==> config.mk <==
export PLATFORM = sky130hd
export DESIGN_NAME = pidf_ctrl
export DESIGN_NICKNAME = d
export VERILOG_FILES = /design/src/sv/pidf_pkg.sv /design/src/sv/pidf_ctrl.sv
export SDC_FILE = /design/constraint.sdc
export NUM_CORES = 1
export LEC_CHECK = 0
export BUFFER_PORTS_ARGS = -buffer_cell sky130_fd_sc_hd__buf_2
export CAP_MARGIN = 30
export CELL_PAD_IN_SITES_DETAIL_PLACEMENT = 0
export CELL_PAD_IN_SITES_GLOBAL_PLACEMENT = 1
export CORE_ASPECT_RATIO = 1.2
export CORE_MARGIN = 2
export CORE_UTILIZATION = 35
export DETAILED_ROUTE_END_ITERATION = 6
export PLACE_DENSITY_LB_ADDON = 0.08
export SLEW_MARGIN = 40
export SYNTH_ARGS = -nofsm -noshare
export SYNTH_HDL_FRONTEND = slang
export SYNTH_SLANG_ARGS = --single-unit
==> constraint.sdc <==
create_clock -name clk -period 1.5 [get_ports clk]
set_input_delay 0.15 -clock clk [delete_from_list [all_inputs] [get_ports clk]]
set_output_delay 0.15 -clock clk [all_outputs]
set_load 0.02 [all_outputs]
==> src/sv/pidf_pkg.sv <==
`timescale 1ns / 1ps
`default_nettype none

package pidf_pkg;

    localparam int DATA_W     = 32;
    localparam int OPND_W     = DATA_W + 1;
    localparam int PROD_W     = 2 * OPND_W;
    localparam int ACC_W      = 64;
    localparam int INTEG_W    = 48;
    localparam int SPLIT_W    = 24;
    localparam int KI_SAT_EXP = 60;
    localparam int ALPHA_W    = 17;
    localparam int ALPHA_FRAC = 16;
    localparam int CFG_IDX_W  = 3;

    typedef logic signed [DATA_W-1:0] data_t;
    typedef logic [ALPHA_W-1:0]       alpha_t;
    typedef logic [CFG_IDX_W-1:0]     cfg_idx_t;

    localparam alpha_t ALPHA_ONE = alpha_t'(1) << ALPHA_FRAC;

    typedef enum logic [CFG_IDX_W-1:0] {
        REG_GAIN_PROP,
        REG_GAIN_INTEG,
        REG_GAIN_DERIV,
        REG_LIMIT_LOW,
        REG_LIMIT_HIGH,
        REG_SMOOTH_ALPHA,
        REG_DERIV_ON_MEAS
    } cfg_reg_t;

    typedef enum logic [2:0] {
        MUL_E_DT,
        MUL_KP_E,
        MUL_KI_LO,
        MUL_KI_HI,
        MUL_A_RAW,
        MUL_NA_D,
        MUL_KD_D
    } mul_sel_t;

    typedef enum logic [3:0] {
        OP_NONE,
        OP_LOAD_ITEM,
        OP_CLEAR,
        OP_ZERO,
        OP_START,
        OP_INTEG,
        OP_KP,
        OP_KI_LO,
        OP_KI_HI,
        OP_KI_ADD,
        OP_FILT_LOAD,
        OP_FILT_UPD,
        OP_KD_ADD,
        OP_CLAMP
    } dp_op_t;

    typedef enum logic [3:0] {
        S_IDLE,
        S_CHECK,
        S_START,
        S_INTEG,
        S_KP,
        S_KI_LO,
        S_KI_HI,
        S_KI_ADD,
        S_DIV_WAIT,
        S_FILT_A,
        S_FILT_B,
        S_FILT_C,
        S_KD,
        S_KD_ADD,
        S_CLAMP,
        S_FINISH
    } ctl_state_t;

    typedef struct packed {
        mul_sel_t mul_sel;
        dp_op_t   op;
        logic     div_start;
        logic     load_out;
    } pidf_cmd_t;

    typedef struct packed {
        logic mode_reset;
        logic dt_bad;
        logic div_done;
    } pidf_status_t;

endpackage

`default_nettype wire

==> src/sv/pidf_ctrl.sv <==
`timescale 1ns / 1ps
`default_nettype none

module pidf_ctrl
    import pidf_pkg::*;
(
    input  logic         clk,
    input  logic         rst_n,
    input  logic         sample_valid,
    output logic         sample_ready,
    output logic         result_valid,
    input  logic         result_ready,
    input  pidf_status_t status,
    output pidf_cmd_t    cmd
);

    ctl_state_t state_reg, state_next;
    logic       out_valid_reg, out_valid_next;
    logic       slot_free;

    assign slot_free = !out_valid_reg || result_ready;

    always_comb
    begin
        state_next = state_reg;
        unique case (state_reg)
            S_IDLE:     if (sample_valid) state_next = S_CHECK;
            S_CHECK:    state_next = (status.mode_reset || status.dt_bad) ? S_FINISH : S_START;
            S_START:    state_next = S_INTEG;
            S_INTEG:    state_next = S_KP;
            S_KP:       state_next = S_KI_LO;
            S_KI_LO:    state_next = S_KI_HI;
            S_KI_HI:    state_next = S_KI_ADD;
            S_KI_ADD:   state_next = S_DIV_WAIT;
            S_DIV_WAIT: if (status.div_done) state_next = S_FILT_A;
            S_FILT_A:   state_next = S_FILT_B;
            S_FILT_B:   state_next = S_FILT_C;
            S_FILT_C:   state_next = S_KD;
            S_KD:       state_next = S_KD_ADD;
            S_KD_ADD:   state_next = S_CLAMP;
            S_CLAMP:    state_next = S_FINISH;
            S_FINISH:   if (slot_free) state_next = S_IDLE;
            default:    state_next = S_IDLE;
        endcase
    end

    always_comb
    begin
        cmd.mul_sel   = MUL_E_DT;
        cmd.op        = OP_NONE;
        cmd.div_start = 1'b0;
        cmd.load_out  = 1'b0;
        sample_ready  = 1'b0;
        unique case (state_reg)
            S_IDLE:
            begin
                sample_ready = 1'b1;
                if (sample_valid)
                    cmd.op = OP_LOAD_ITEM;
            end
            S_CHECK:
            begin
                if (status.mode_reset)
                    cmd.op = OP_CLEAR;
                else if (status.dt_bad)
                    cmd.op = OP_ZERO;
            end
            S_START:
            begin
                cmd.mul_sel   = MUL_E_DT;
                cmd.op        = OP_START;
                cmd.div_start = 1'b1;
            end
            S_INTEG:
            begin
                cmd.op      = OP_INTEG;
                cmd.mul_sel = MUL_KP_E;
            end
            S_KP:
            begin
                cmd.op      = OP_KP;
                cmd.mul_sel = MUL_KI_LO;
            end
            S_KI_LO:
            begin
                cmd.op      = OP_KI_LO;
                cmd.mul_sel = MUL_KI_HI;
            end
            S_KI_HI:    cmd.op = OP_KI_HI;
            S_KI_ADD:   cmd.op = OP_KI_ADD;
            S_DIV_WAIT: cmd.op = OP_NONE;
            S_FILT_A:   cmd.mul_sel = MUL_A_RAW;
            S_FILT_B:
            begin
                cmd.op      = OP_FILT_LOAD;
                cmd.mul_sel = MUL_NA_D;
            end
            S_FILT_C:   cmd.op = OP_FILT_UPD;
            S_KD:       cmd.mul_sel = MUL_KD_D;
            S_KD_ADD:   cmd.op = OP_KD_ADD;
            S_CLAMP:    cmd.op = OP_CLAMP;
            S_FINISH:   cmd.load_out = slot_free;
            default:
            begin
            end
        endcase
    end

    always_comb
    begin
        out_valid_next = out_valid_reg;
        if (cmd.load_out)
            out_valid_next = 1'b1;
        else if (result_ready)
            out_valid_next = 1'b0;
    end

    always_ff @(posedge clk or negedge rst_n)
    begin
        if (!rst_n)
        begin
            state_reg     <= S_IDLE;
            out_valid_reg <= 1'b0;
        end
        else
        begin
            state_reg     <= state_next;
            out_valid_reg <= out_valid_next;
        end
    end

    assign result_valid = out_valid_reg;

endmodule

`default_nettype wire

Word-level counts from Yosys, hierarchy flattened
Index checks and enable logic that the tools add are counted.
Storage, ports and cells
  logic and storage cells: 41
  output and inout bits: 11
  register bits: 5
  input port bits: 7
Cells by class
  equality and inequality tests: 18
  mux-type cells: 15
  reduce and logical (&&, ||, !) cells: 6
Operator list (number)
  $pmux W4 S16: 1
  $pmux W4 S12: 1
  $eq A4 B4 Y1 const B: 8
  $mux W4: 5
  $pmux W3 S6: 1
  $eq A4 B3 Y1 const B: 4
  $eq A4 B2 Y1 const B: 2
  $mux W1: 6
  $ne A2 B2 Y1 const B: 3
  $eq A4 B1 Y1 const B: 1
  $logic_not A4 Y1: 1
  $reduce_and A3 Y1: 1
  $logic_or A1 B1 Y1: 2
  $mux W2: 1
  $reduce_bool A2 Y1: 1
  $logic_not A1 Y1: 1

Logic depth before layout (Yosys ltp)
Gate-level depths: netlist of run 1.
  depth after elaboration: 4
  depth in mapped cells: 5
  gate-level depth less buffers: 3

Worst setup path after synthesis of run 1
No wires, ideal clock.
  kind: register to output
  from: reg state_reg[2]
  to: out sample_ready
  data arrival time: 1.364 ns
  path buffers: 2
  data required time: 1.350 ns
  slack: -0.014 ns
  cell stages (with the launch flop): 4
  path through: dfrtp_1 > clkbuf_8 > buf_6 > nor4_1
On the way
  longest elaborated chain between the ends: 2
Ends and longest elaborated chain
  from (decl): RTL line pidf_ctrl.sv:17  | ctl_state_t state_reg, state_next;
  from (signal assigned): RTL line pidf_ctrl.sv:127  | state_reg <= state_next;
  $logic_not A4 Y1: RTL line pidf_ctrl.sv:54  | unique case (state_reg)
  $mux W1: RTL line pidf_ctrl.sv:54
  to (decl): RTL line pidf_ctrl.sv:10  | output logic sample_ready,
Every way passes these cells.

==> results.sh, run 1 <==
export IMPL_power_density_nw_per_um2=2750
export IMPL_num_rows=16
export IMPL_reg2reg_from="state_reg[3]"
export IMPL_ios=18
export IMPL_grt_overflow_total=0
export IMPL_timing_final_crit_period_ns=1.57
export IMPL_drc=0
export IMPL_yosys_top_cells_area="dfrtp_1 22%, buf_6 12%, o21ai_0 5.2%"
export IMPL_drt_iter0_markers=7
export IMPL_floorplan_initialDensity=0.363
export IMPL_hold_slack_ns=0.229
export IMPL_max_cap_violations=0
export IMPL_vias_per_cell=5.08
export IMPL_yosys_top_cells_count="6 x buf_6, 6 x o21ai_0, 5 x dfrtp_1, 5 x nor2_1, 4 x nand2_1"
export IMPL_synth_async_sr_flop_share=1.00
export IMPL_cp_startpoint="state_reg[3]"
export IMPL_cp_data_required_time_ns=1.35
export IMPL_status="finished with violations"
export IMPL_crit_type="reg -> out"
export IMPL_fmax_mhz=639
export IMPL_fin_ws_ns=-0.0653
export IMPL_hold_class="in -> reg"
export IMPL_cts_sinks=5
export IMPL_die_h_um=48.7
export IMPL_largest_reg_flops=4
export IMPL_startpoint_type="flip-flop"
export IMPL_end_kind="primary output"
export IMPL_io_buffer_count=17
export IMPL_clock_path_buffers=2
export IMPL_relSlewSlack=0.844
export IMPL_path_clk_slew_ns=0.05
export IMPL_irDropWorstVdd_mv=1.21
export IMPL_drive_above_1_share=0.576
export IMPL_h_tree_depth=1
export IMPL_setup_viol=3
export IMPL_setup_tns_ns=-0.0947
export IMPL_dieArea_um2=2010
export IMPL_finalHoldViolations=0
export IMPL_synth_cells=66
export IMPL_synth_top_area_cell="dfrtp_1"
export IMPL_cts_root_buf="clkbuf_4"
export IMPL_period_share=1.04
export IMPL_synth_top_area_frac=0.215
export IMPL_drtPass1Iterations=4
export IMPL_gp_congestion=0.795
export IMPL_grt_max_degree=14
export IMPL_groute_usage_overall=0.171
export IMPL_die_width_um=41.2
export IMPL_synth_cell_type_count=32
export IMPL_dpl_worst_slack_ns=0.108
export IMPL_path_max_fanout=6
export IMPL_synth_flop_cell="dfrtp_1"
export IMPL_worstSkewPairLatency_ns=0.25
export IMPL_ys_ff_latch=5
export IMPL_cts_tree="yes"
export IMPL_syn_num_nets=73
export IMPL_grt_pass1_vias=558
export IMPL_worst_ep_arrival_time_ns=1.42
export IMPL_syn_to_final_growth_pct=54.8
export IMPL_hold_start="result_ready"
export IMPL_slew_violations=0
export IMPL_fin_skew_ns=0.00158
export IMPL_rsz0062_at_grt="yes"
export IMPL_ant_nets=0
export IMPL_final_core_util=0.563
export IMPL_ys_warnings_count=0
export IMPL_violations="negative setup slack"
export IMPL_vias=594
export IMPL_worstMarginPinSlew_ns=0.233
export IMPL_antenna_cells=0
export IMPL_dp_cells=103
export IMPL_nets=107
export IMPL_grt_first_pass_wirelength_um=2330
export IMPL_synth_area_um2=582
export IMPL_p_leak_nw=0.415
export IMPL_wl_per_cell_um=13.4
export IMPL_antenna_found_initial=0
export IMPL_drt_total_wl_um=1570
export IMPL_instances_no_fill=117
export IMPL_synth_edf_count=0
export IMPL_hpwl_um=998
export IMPL_cts_made_buffers=3
export IMPL_ys_seq_area_frac=0.215
export IMPL_core_um2=1600
export IMPL_avgSynthCellArea_um2=8.82
-- power by group --
part / switching [W] / internal [W]
combinational: 0.000922 / 0.00103
sequential: 0.000153 / 0.000217
clock: 0.0000620 / 0.000101
total: 0.00114 / 0.00134
-- placed cells by master (no fill, tap or decap), types with 2 or more instances in the layout --
master,count
o21ba_2,2
dfrtp_2,4
nor4_4,2
nand2_1,4
nor2b_1,2
nand3b_1,2
a21oi_1,2
buf_4,17
nor4b_4,2
o21ai_1,7
o21ai_0,2
nor2_1,5
clkbuf_4,3
o22ai_1,3
buf_6,6
buf_2,12
xnor2_1,2
-- critical path, stage by stage (launching register included) --
cell and delay [ns]:
dfrtp_2 0.46, nor4b_4 0.29, a21oi_1 0.08, o211ai_1 0.17
buf_4 0.17
-- repair_timing --
action / in CTS / in global routing
buffers inserted: 6 / 2
gates cloned: 0 / 1
hold buffers: 1 / 0
gates resized for setup: 14 / 14
endpoints found under the setup margin: 10 / 8
endpoints found under the hold margin: 5 / 0
pin swaps: 0 / 3
-- metal layers --
layer,up-vias,track usage,share of wire
li1,306,-,-
met1,272,0.220,0.47
met2,12,0.247,0.48
met3,4,0.0138,0.021
met4,0,0.129,0.032
met5,-,0,0
-- cells by family (layout without fill, tap and decap cells) --
kind of cell,count (synthesis),after routing,synth area share
xor+xnor,3,3,0.0452
simple gates,23,23,0.275
compound gates,23,23,0.249
mux,2,2,0.0430
buf+inv,10,43,0.172
flops,5,5,0.215
-- per-stage QoR --
stage	cell area (µm²)	total power, W
global route	901	0.00268
floorplan	588	0.00148
CTS	813	0.00223
global placement	694	0.00180
detailed placement	694	0.00180
finish	901	0.00248
-- area by class of cell --
| type | instances | area, µm² |
|---|---|---|
| inverters | 1 | 3.75 |
| clock buffers | 4 | 26.3 |
| fillers | 164 | 701 |
| repair buffers | 38 | 310 |
| multi-input cells | 51 | 408 |
| well taps | 18 | 22.5 |
| flip-flops and latches | 5 | 130 |
-- path summary, 6_finish.rpt --
check                                to  slack, ns  cells past startpoint
setup / recovery                 cmd[2]      -0.07                      4
hold / removal             result_valid       0.23                      3
setup reg to reg           state_reg[0]       0.06                      5
hold reg to reg            result_valid       0.54                      2
max in group asynchronous  state_reg[2]       1.10                      2
min in group asynchronous  state_reg[1]       0.25                      2
No activity file was read; power rests on OpenSTA's default activity.
==> inputs of run 2 (changes only) <==
ABC_AREA = 1   (was unset)
CORE_UTILIZATION = 26   (was 35)
clock period = 1.31 ns   (was 1.5 ns; I/O delays follow)
==> run 2 against run 1 <==
Net effect:
- the flow still finishes with violations (negative setup slack)
- die area is 4.3% higher
- worst setup slack worse by 0.090 ns
- combinational power fell by 5%
- count of clock-buffer cells in the layout did not move
- sequential power up 8.9%
==> results.sh, run 2 <==
export IMPL_status="finished with violations"
export IMPL_violations="negative setup slack"
export IMPL_gp_congestion=0.790
export IMPL_die_h_um=49.7
export IMPL_cts_root_buf="clkbuf_4"
export IMPL_synth_top_area_cell="dfrtp_1"
export IMPL_hold_depth=2
export IMPL_end_kind="primary output"
export IMPL_clock_path_buffers=2
export IMPL_pwr_share_clk=0.070
export IMPL_setup_viol=10
export IMPL_drc=0
export IMPL_yosys_top_cells_count="23 x nand2_1, 12 x nand3_1, 11 x inv_1"
export IMPL_drive_above_1_share=0.559
export IMPL_synth_edf_count=0
export IMPL_io_buffer_count=17
export IMPL_finalHoldViolations=0
export IMPL_grt_overflow_total=0
export IMPL_final_cell_mix="18 x nand2_1, 17 x buf_4, 9 x nand3_1"
export IMPL_dieArea_um2=2090
export IMPL_vias=591
export IMPL_irDropWorstVdd_mv=1.32
export IMPL_crit_path_top_delay_cell="dfrtp_2"
export IMPL_grt_pass1_vias=511
export IMPL_fillers=181
export IMPL_p_leak_nw=0.464
export IMPL_power_internal_w=0.00121
export IMPL_cp_data_required_time_ns=1.18
export IMPL_setup_tns_ns=-1.08
export IMPL_worstSkewPairLatency_ns=0.23
export IMPL_hold_class="in -> reg"
export IMPL_reg2reg_from="state_reg[2]"
export IMPL_drt_total_wl_um=1440
export IMPL_max_cap_violations=0
export IMPL_cts_tree="yes"
export IMPL_dp_cells=118
export IMPL_wl_per_cell_um=11.2
export IMPL_synth_cell_type_count=15
export IMPL_num_rows=16
export IMPL_min_to="result_valid"
export IMPL_drtPass1Iterations=3
export IMPL_synth_area_um2=453
export IMPL_crit_type="reg -> out"
export IMPL_worst_ep_arrival_time_ns=1.33
export IMPL_die_width_um=42.1
export IMPL_hold_start="result_ready"
export IMPL_swShare=0.501
export IMPL_h_tree_depth=1
export IMPL_p_switching_w=0.00122
export IMPL_grt_first_pass_wirelength_um=2140
export IMPL_fmax_mhz=683
export IMPL_ys_warnings_count=0
export IMPL_slowest_delay_ns=0.43
export IMPL_r2r_end="state_reg[3]"
export IMPL_final_common_cell="nand2_1"
export IMPL_floorplan_initialDensity=0.276
export IMPL_ys_seq_area_frac=0.276
export IMPL_syn_num_nets=83
export IMPL_largest_reg_flops=4
export IMPL_comb_power_share=0.764
export IMPL_antenna_cells=0
export IMPL_relSlewSlack=0.822
export IMPL_synth_top_area_frac=0.276
export IMPL_groute_usage_overall=0.135
export IMPL_final_core_util=0.502
export IMPL_synth_cells=76
export IMPL_ys_ff_latch=5
export IMPL_cts_sinks=5
export IMPL_avgSynthCellArea_um2=5.96
export IMPL_synth_async_sr_flop_share=1.00
export IMPL_instances_no_fill=129
export IMPL_power_w=0.00243
export IMPL_reg2reg_slack_ns=0.06
export IMPL_ios=18
export IMPL_antenna_found_initial=0
export IMPL_path_clk_slew_ns=0.04
export IMPL_seq_power_share=0.166
export IMPL_fin_skew_ns=0.000835
export IMPL_grt_max_degree=9
export IMPL_timing_final_crit_period_ns=1.47
export IMPL_worstMarginPinSlew_ns=0.266
export IMPL_vias_per_cell=4.58
export IMPL_power_density_nw_per_um2=2950
export IMPL_ant_nets=0
export IMPL_nets=119
export IMPL_rsz0062_at_grt="yes"
export IMPL_cts_made_buffers=3
export IMPL_fin_ws_ns=-0.155
export IMPL_slew_violations=0
export IMPL_synth_flop_cell="dfrtp_1"
export IMPL_core_um2=1640
export IMPL_path_cells="inv_1 -> nor2_2 -> nand2_1 -> nand3_1 -> buf_2"
export IMPL_startpoint_type="flip-flop"
export IMPL_drt_iter0_markers=3
export IMPL_period_share=1.12
export IMPL_path_max_fanout=4
export IMPL_yosys_top_cells_area="dfrtp_1 28%, nand2_1 19%, nand3_1 13%"
export IMPL_synth_most_common_cell="nand2_1"
export IMPL_syn_to_final_growth_pct=82.0
export IMPL_hpwl_um=1020
export IMPL_reg2reg_depth=6
## run 2: changes by cell type after synthesis, sizes merged, moves of 3 or more
| cell | previous run | this run |
|---|---|---|
| nor2 | 5 | 9 |
| o22ai | 3 | 0 |
| nand2 | 4 | 25 |
| o21ai | 9 | 4 |
| buf | 8 | 3 |
| inv | 1 | 12 |
| nand3 | 1 | 12 |
## run 2: layer usage
| layer | GRT usage | wire [µm] | vias up |
|---|---|---|---|
| met5 | 0 | 0 | - |
| met4 | 0.0625 | 14 | 0 |
| met3 | 0.0330 | 30 | 2 |
| met2 | 0.206 | 774 | 10 |
| met1 | 0.178 | 619 | 270 |
| li1 | - | - | 309 |
## run 2: kinds of logic (layout without fill, tap and decap cells)
logic type,count (synthesis),count (layout),synth area share
AND/OR/NAND/NOR,48,48,0.475
buffers and inverters,16,51,0.160
flip-flops,5,5,0.276
AO/OA/AOI/OAI,7,7,0.0884
## run 2: how the worst max path moves through the flow
stage                      start      to  slack, ns  cells past startpoint
global placement    state_reg[2]  cmd[3]      -0.09                      6
finish              state_reg[3]  cmd[5]      -0.16                      5
global route        state_reg[2]  cmd[2]      -0.25                      4
detailed placement  state_reg[0]  cmd[3]      -0.08                      7
CTS                 state_reg[0]  cmd[3]      -0.14                      7
floorplan           state_reg[1]  cmd[2]       0.03                      4
## run 2: area by class of cell
cell class,instances,area [µm²],share of cell area
clock buffer,4,26.3,0.0319
inverter,13,52.6,0.0637
multi-input combinational,55,325,0.395
sequential,5,130,0.158
tap,18,22.5,0.0273
timing repair buffer,34,268,0.325
## run 2: per-stage QoR
stage                     setup slack, ns  cell area (µm²)  hold WS (ns)
final                              -0.155              825         0.104
after floorplan                    0.0321              453        -0.165
after CTS                          -0.138              736         0.105
after global placement            -0.0863              613       -0.0540
after global routing               -0.252              825         0.148
after detailed placement          -0.0753              613       -0.0529
## run 2: timing repair
action,CTS,global route
hold endpoints to repair,5,0
setup buffers,3,3
endpoints found under the setup margin,11,11
hold buffers,1,0
pin swaps,2,6
resized for setup,26,19
## run 2: critical path: cells and delay by family (launching register included)
family        cells  cell delay (ns)
buf+inv           2             0.25
simple gates      3             0.42
flops             1             0.43
## run 2: power by group through the flow
stage / combinational [W] / sequential [W] / clock, W
after detailed placement: 0.00135 / 0.000362 / 0
after global routing: 0.00203 / 0.000415 / 0.000192
after floorplan: 0.000945 / 0.000294 / 0
final: 0.00186 / 0.000403 / 0.000171
after CTS: 0.00162 / 0.000401 / 0.000175
after global placement: 0.00137 / 0.000360 / 0
==> inputs of run 3 (changes only) <==
CORE_ASPECT_RATIO = unset   (was 1.2)
CORE_UTILIZATION = 28   (was 26)
CTS_BUF_LIST = sky130_fd_sc_hd__clkbuf_8   (was unset)
==> run 3 against run 2 <==
Net effect:
- the flow still finishes with violations (negative setup slack)
- sequential share of layout area is 0.88 points lower
- sequential power hardly changed
- fmax rose by 0.99%
- routed wire length is 6.9% higher
- power increased by 13%
- clock power increased by 64%
- worst setup slack gained 0.014 ns
- hold slack better by 0.0024 ns
- first-iteration DRC count increased to 5.0 times the previous value
- core utilization rose by 7.7 points
==> results.sh, run 3 (synthesized netlist as in run 2, its figures left out) <==
export IMPL_end_kind="primary output"
export IMPL_drive_above_1_share=0.616
export IMPL_worstMarginPinSlew_ns=0.204
export IMPL_drc=0
export IMPL_groute_usage_overall=0.150
export IMPL_fin_ws_ns=-0.141
export IMPL_cts_root_buf="clkbuf_8"
export IMPL_reg2reg_from="state_reg[1]"
export IMPL_hold_depth=2
export IMPL_grt_overflow_total=0
export IMPL_power_w=0.00275
export IMPL_dpl_worst_slack_ns=0.0395
export IMPL_cp_data_required_time_ns=1.18
export IMPL_io_buffer_count=17
export IMPL_hpwl_um=1010
export IMPL_wl_per_cell_um=12.0
export IMPL_cts_tree="yes"
export IMPL_num_rows=14
export IMPL_cp_num_buf_inv=2
export IMPL_clock_path_buffers=2
export IMPL_r2r_end="state_reg[3]"
export IMPL_crit_type="reg -> out"
export IMPL_core_um2=1510
export IMPL_syn_to_final_growth_pct=92.8
export IMPL_path_clk_slew_ns=0.04
export IMPL_cts_made_buffers=3
export IMPL_crit_family="flip-flops"
export IMPL_fmax_mhz=689
export IMPL_grt_first_pass_wirelength_um=2130
export IMPL_path_max_fanout=6
export IMPL_gp_congestion=0.772
export IMPL_worst_ep_arrival_time_ns=1.32
export IMPL_fin_skew_ns=0.00282
export IMPL_instances_no_fill=128
export IMPL_startpoint_type="flip-flop"
export IMPL_dieArea_um2=1960
export IMPL_relSlewSlack=0.864
export IMPL_final_core_util=0.580
export IMPL_grt_max_degree=8
export IMPL_die_h_um=44.2
export IMPL_period_share=1.11
export IMPL_cp_depth=5
export IMPL_cts_sinks=5
export IMPL_reg2reg_depth=6
export IMPL_max_cap_violations=0
export IMPL_finalHoldViolations=0
export IMPL_irDropWorstVdd_mv=1.48
export IMPL_vias_per_cell=4.80
export IMPL_vias=615
export IMPL_h_tree_depth=1
export IMPL_status="finished with violations"
export IMPL_die_width_um=44.2
export IMPL_drtPass1Iterations=4
export IMPL_slew_violations=0
export IMPL_hold_start="result_ready"
export IMPL_ant_nets=0
export IMPL_grt_pass1_vias=526
export IMPL_final_cell_mix="16 x buf_4, 14 x nand2_1, 11 x buf_6"
export IMPL_worstSkewPairLatency_ns=0.22
export IMPL_drt_iter0_markers=15
export IMPL_final_common_cell="buf_4"
export IMPL_power_density_nw_per_um2=3140
export IMPL_slowest_delay_ns=0.48
export IMPL_timing_final_crit_period_ns=1.45
export IMPL_rsz0062_at_grt="yes"
export IMPL_path_cells="inv_4 -> a21oi_2 -> o21ai_1 -> o211ai_1 -> buf_4"
export IMPL_reg2reg_slack_ns=0.02
export IMPL_violations="negative setup slack"
export IMPL_antenna_cells=0
export IMPL_crit_path_top_delay_cell="dfrtp_2"
export IMPL_setup_viol=10
export IMPL_ios=18
export IMPL_largest_reg_flops=4
export IMPL_drt_total_wl_um=1540
export IMPL_min_to="result_valid"
export IMPL_hold_class="in -> reg"
export IMPL_antenna_found_initial=0
export IMPL_nets=120
export IMPL_floorplan_initialDensity=0.301
export IMPL_dp_cells=117
export IMPL_p_leak_nw=0.491
run 3: per-layer routing:
| layer | global-route usage | up-vias | part of all wire |
|---|---|---|---|
| li1 | - | 313 | - |
| met1 | 0.191 | 283 | 0.44 |
| met2 | 0.224 | 15 | 0.50 |
| met3 | 0.0367 | 4 | 0.031 |
| met4 | 0.103 | 0 | 0.023 |
| met5 | 0 | - | 0 |
run 3: report_power, final:
| group | leakage (nW) | total (W) | internal [W] | switching [W] |
|---|---|---|---|---|
| clock | 0.0269 | 0.000281 | 0.000201 | 0.0000795 |
| combinational | 0.409 | 0.00206 | 0.000962 | 0.00110 |
| sequential | 0.0548 | 0.000404 | 0.000246 | 0.000159 |
| total | 0.491 | 0.00275 | 0.00141 | 0.00134 |
run 3: area by class of cell:
cell class                      instances  area (µm²)
Multi-Input combinational cell         55         337
Clock buffer                            3        41.3
Sequential cell                         5         130
Clock inverter                          1        3.75
Tap cell                               16        20.0
Inverter                               13        52.6
Fill cell                             140         633
Timing Repair Buffer                   35         289
run 3: repair_timing:
| item | in CTS | in global routing |
|---|---|---|
| hold endpoints to repair | 5 | 0 |
| pin swaps | 4 | 8 |
| endpoints found under the setup margin | 10 | 11 |
| gates resized for setup | 32 | 22 |
| setup buffers | 2 | 4 |
| hold buffers | 1 | 0 |
run 3: worst reg2reg max path: cells and delay by family, from the launching register on:
family	cells	cell delay, ns
compound gates	1	0.16
buf+inv	2	0.22
flops	1	0.48
simple gates	3	0.30
run 3: how the worst max path moves through the flow:
stage | start | slack [ns] | endpoint
6_report | state_reg[1] | -0.14 | cmd[2]
3_5_place_dp | state_reg[1] | 0.04 | cmd[2]
5_1_grt | state_reg[3] | -0.22 | cmd[4]
3_3_place_gp | state_reg[2] | 0.02 | cmd[3]
4_1_cts | state_reg[3] | -0.11 | cmd[2]
2_1_floorplan | state_reg[1] | 0.03 | cmd[2]
run 3: stage by stage:
stage,hold slack [ns],setup TNS (ns),instance area (µm²)
after floorplan,-0.165,0,453
after global placement,-0.0536,0,618
after detailed placement,-0.0524,0,618
after CTS,0.104,-0.816,773
after global routing,0.109,-1.59,873
final,0.107,-0.905,873
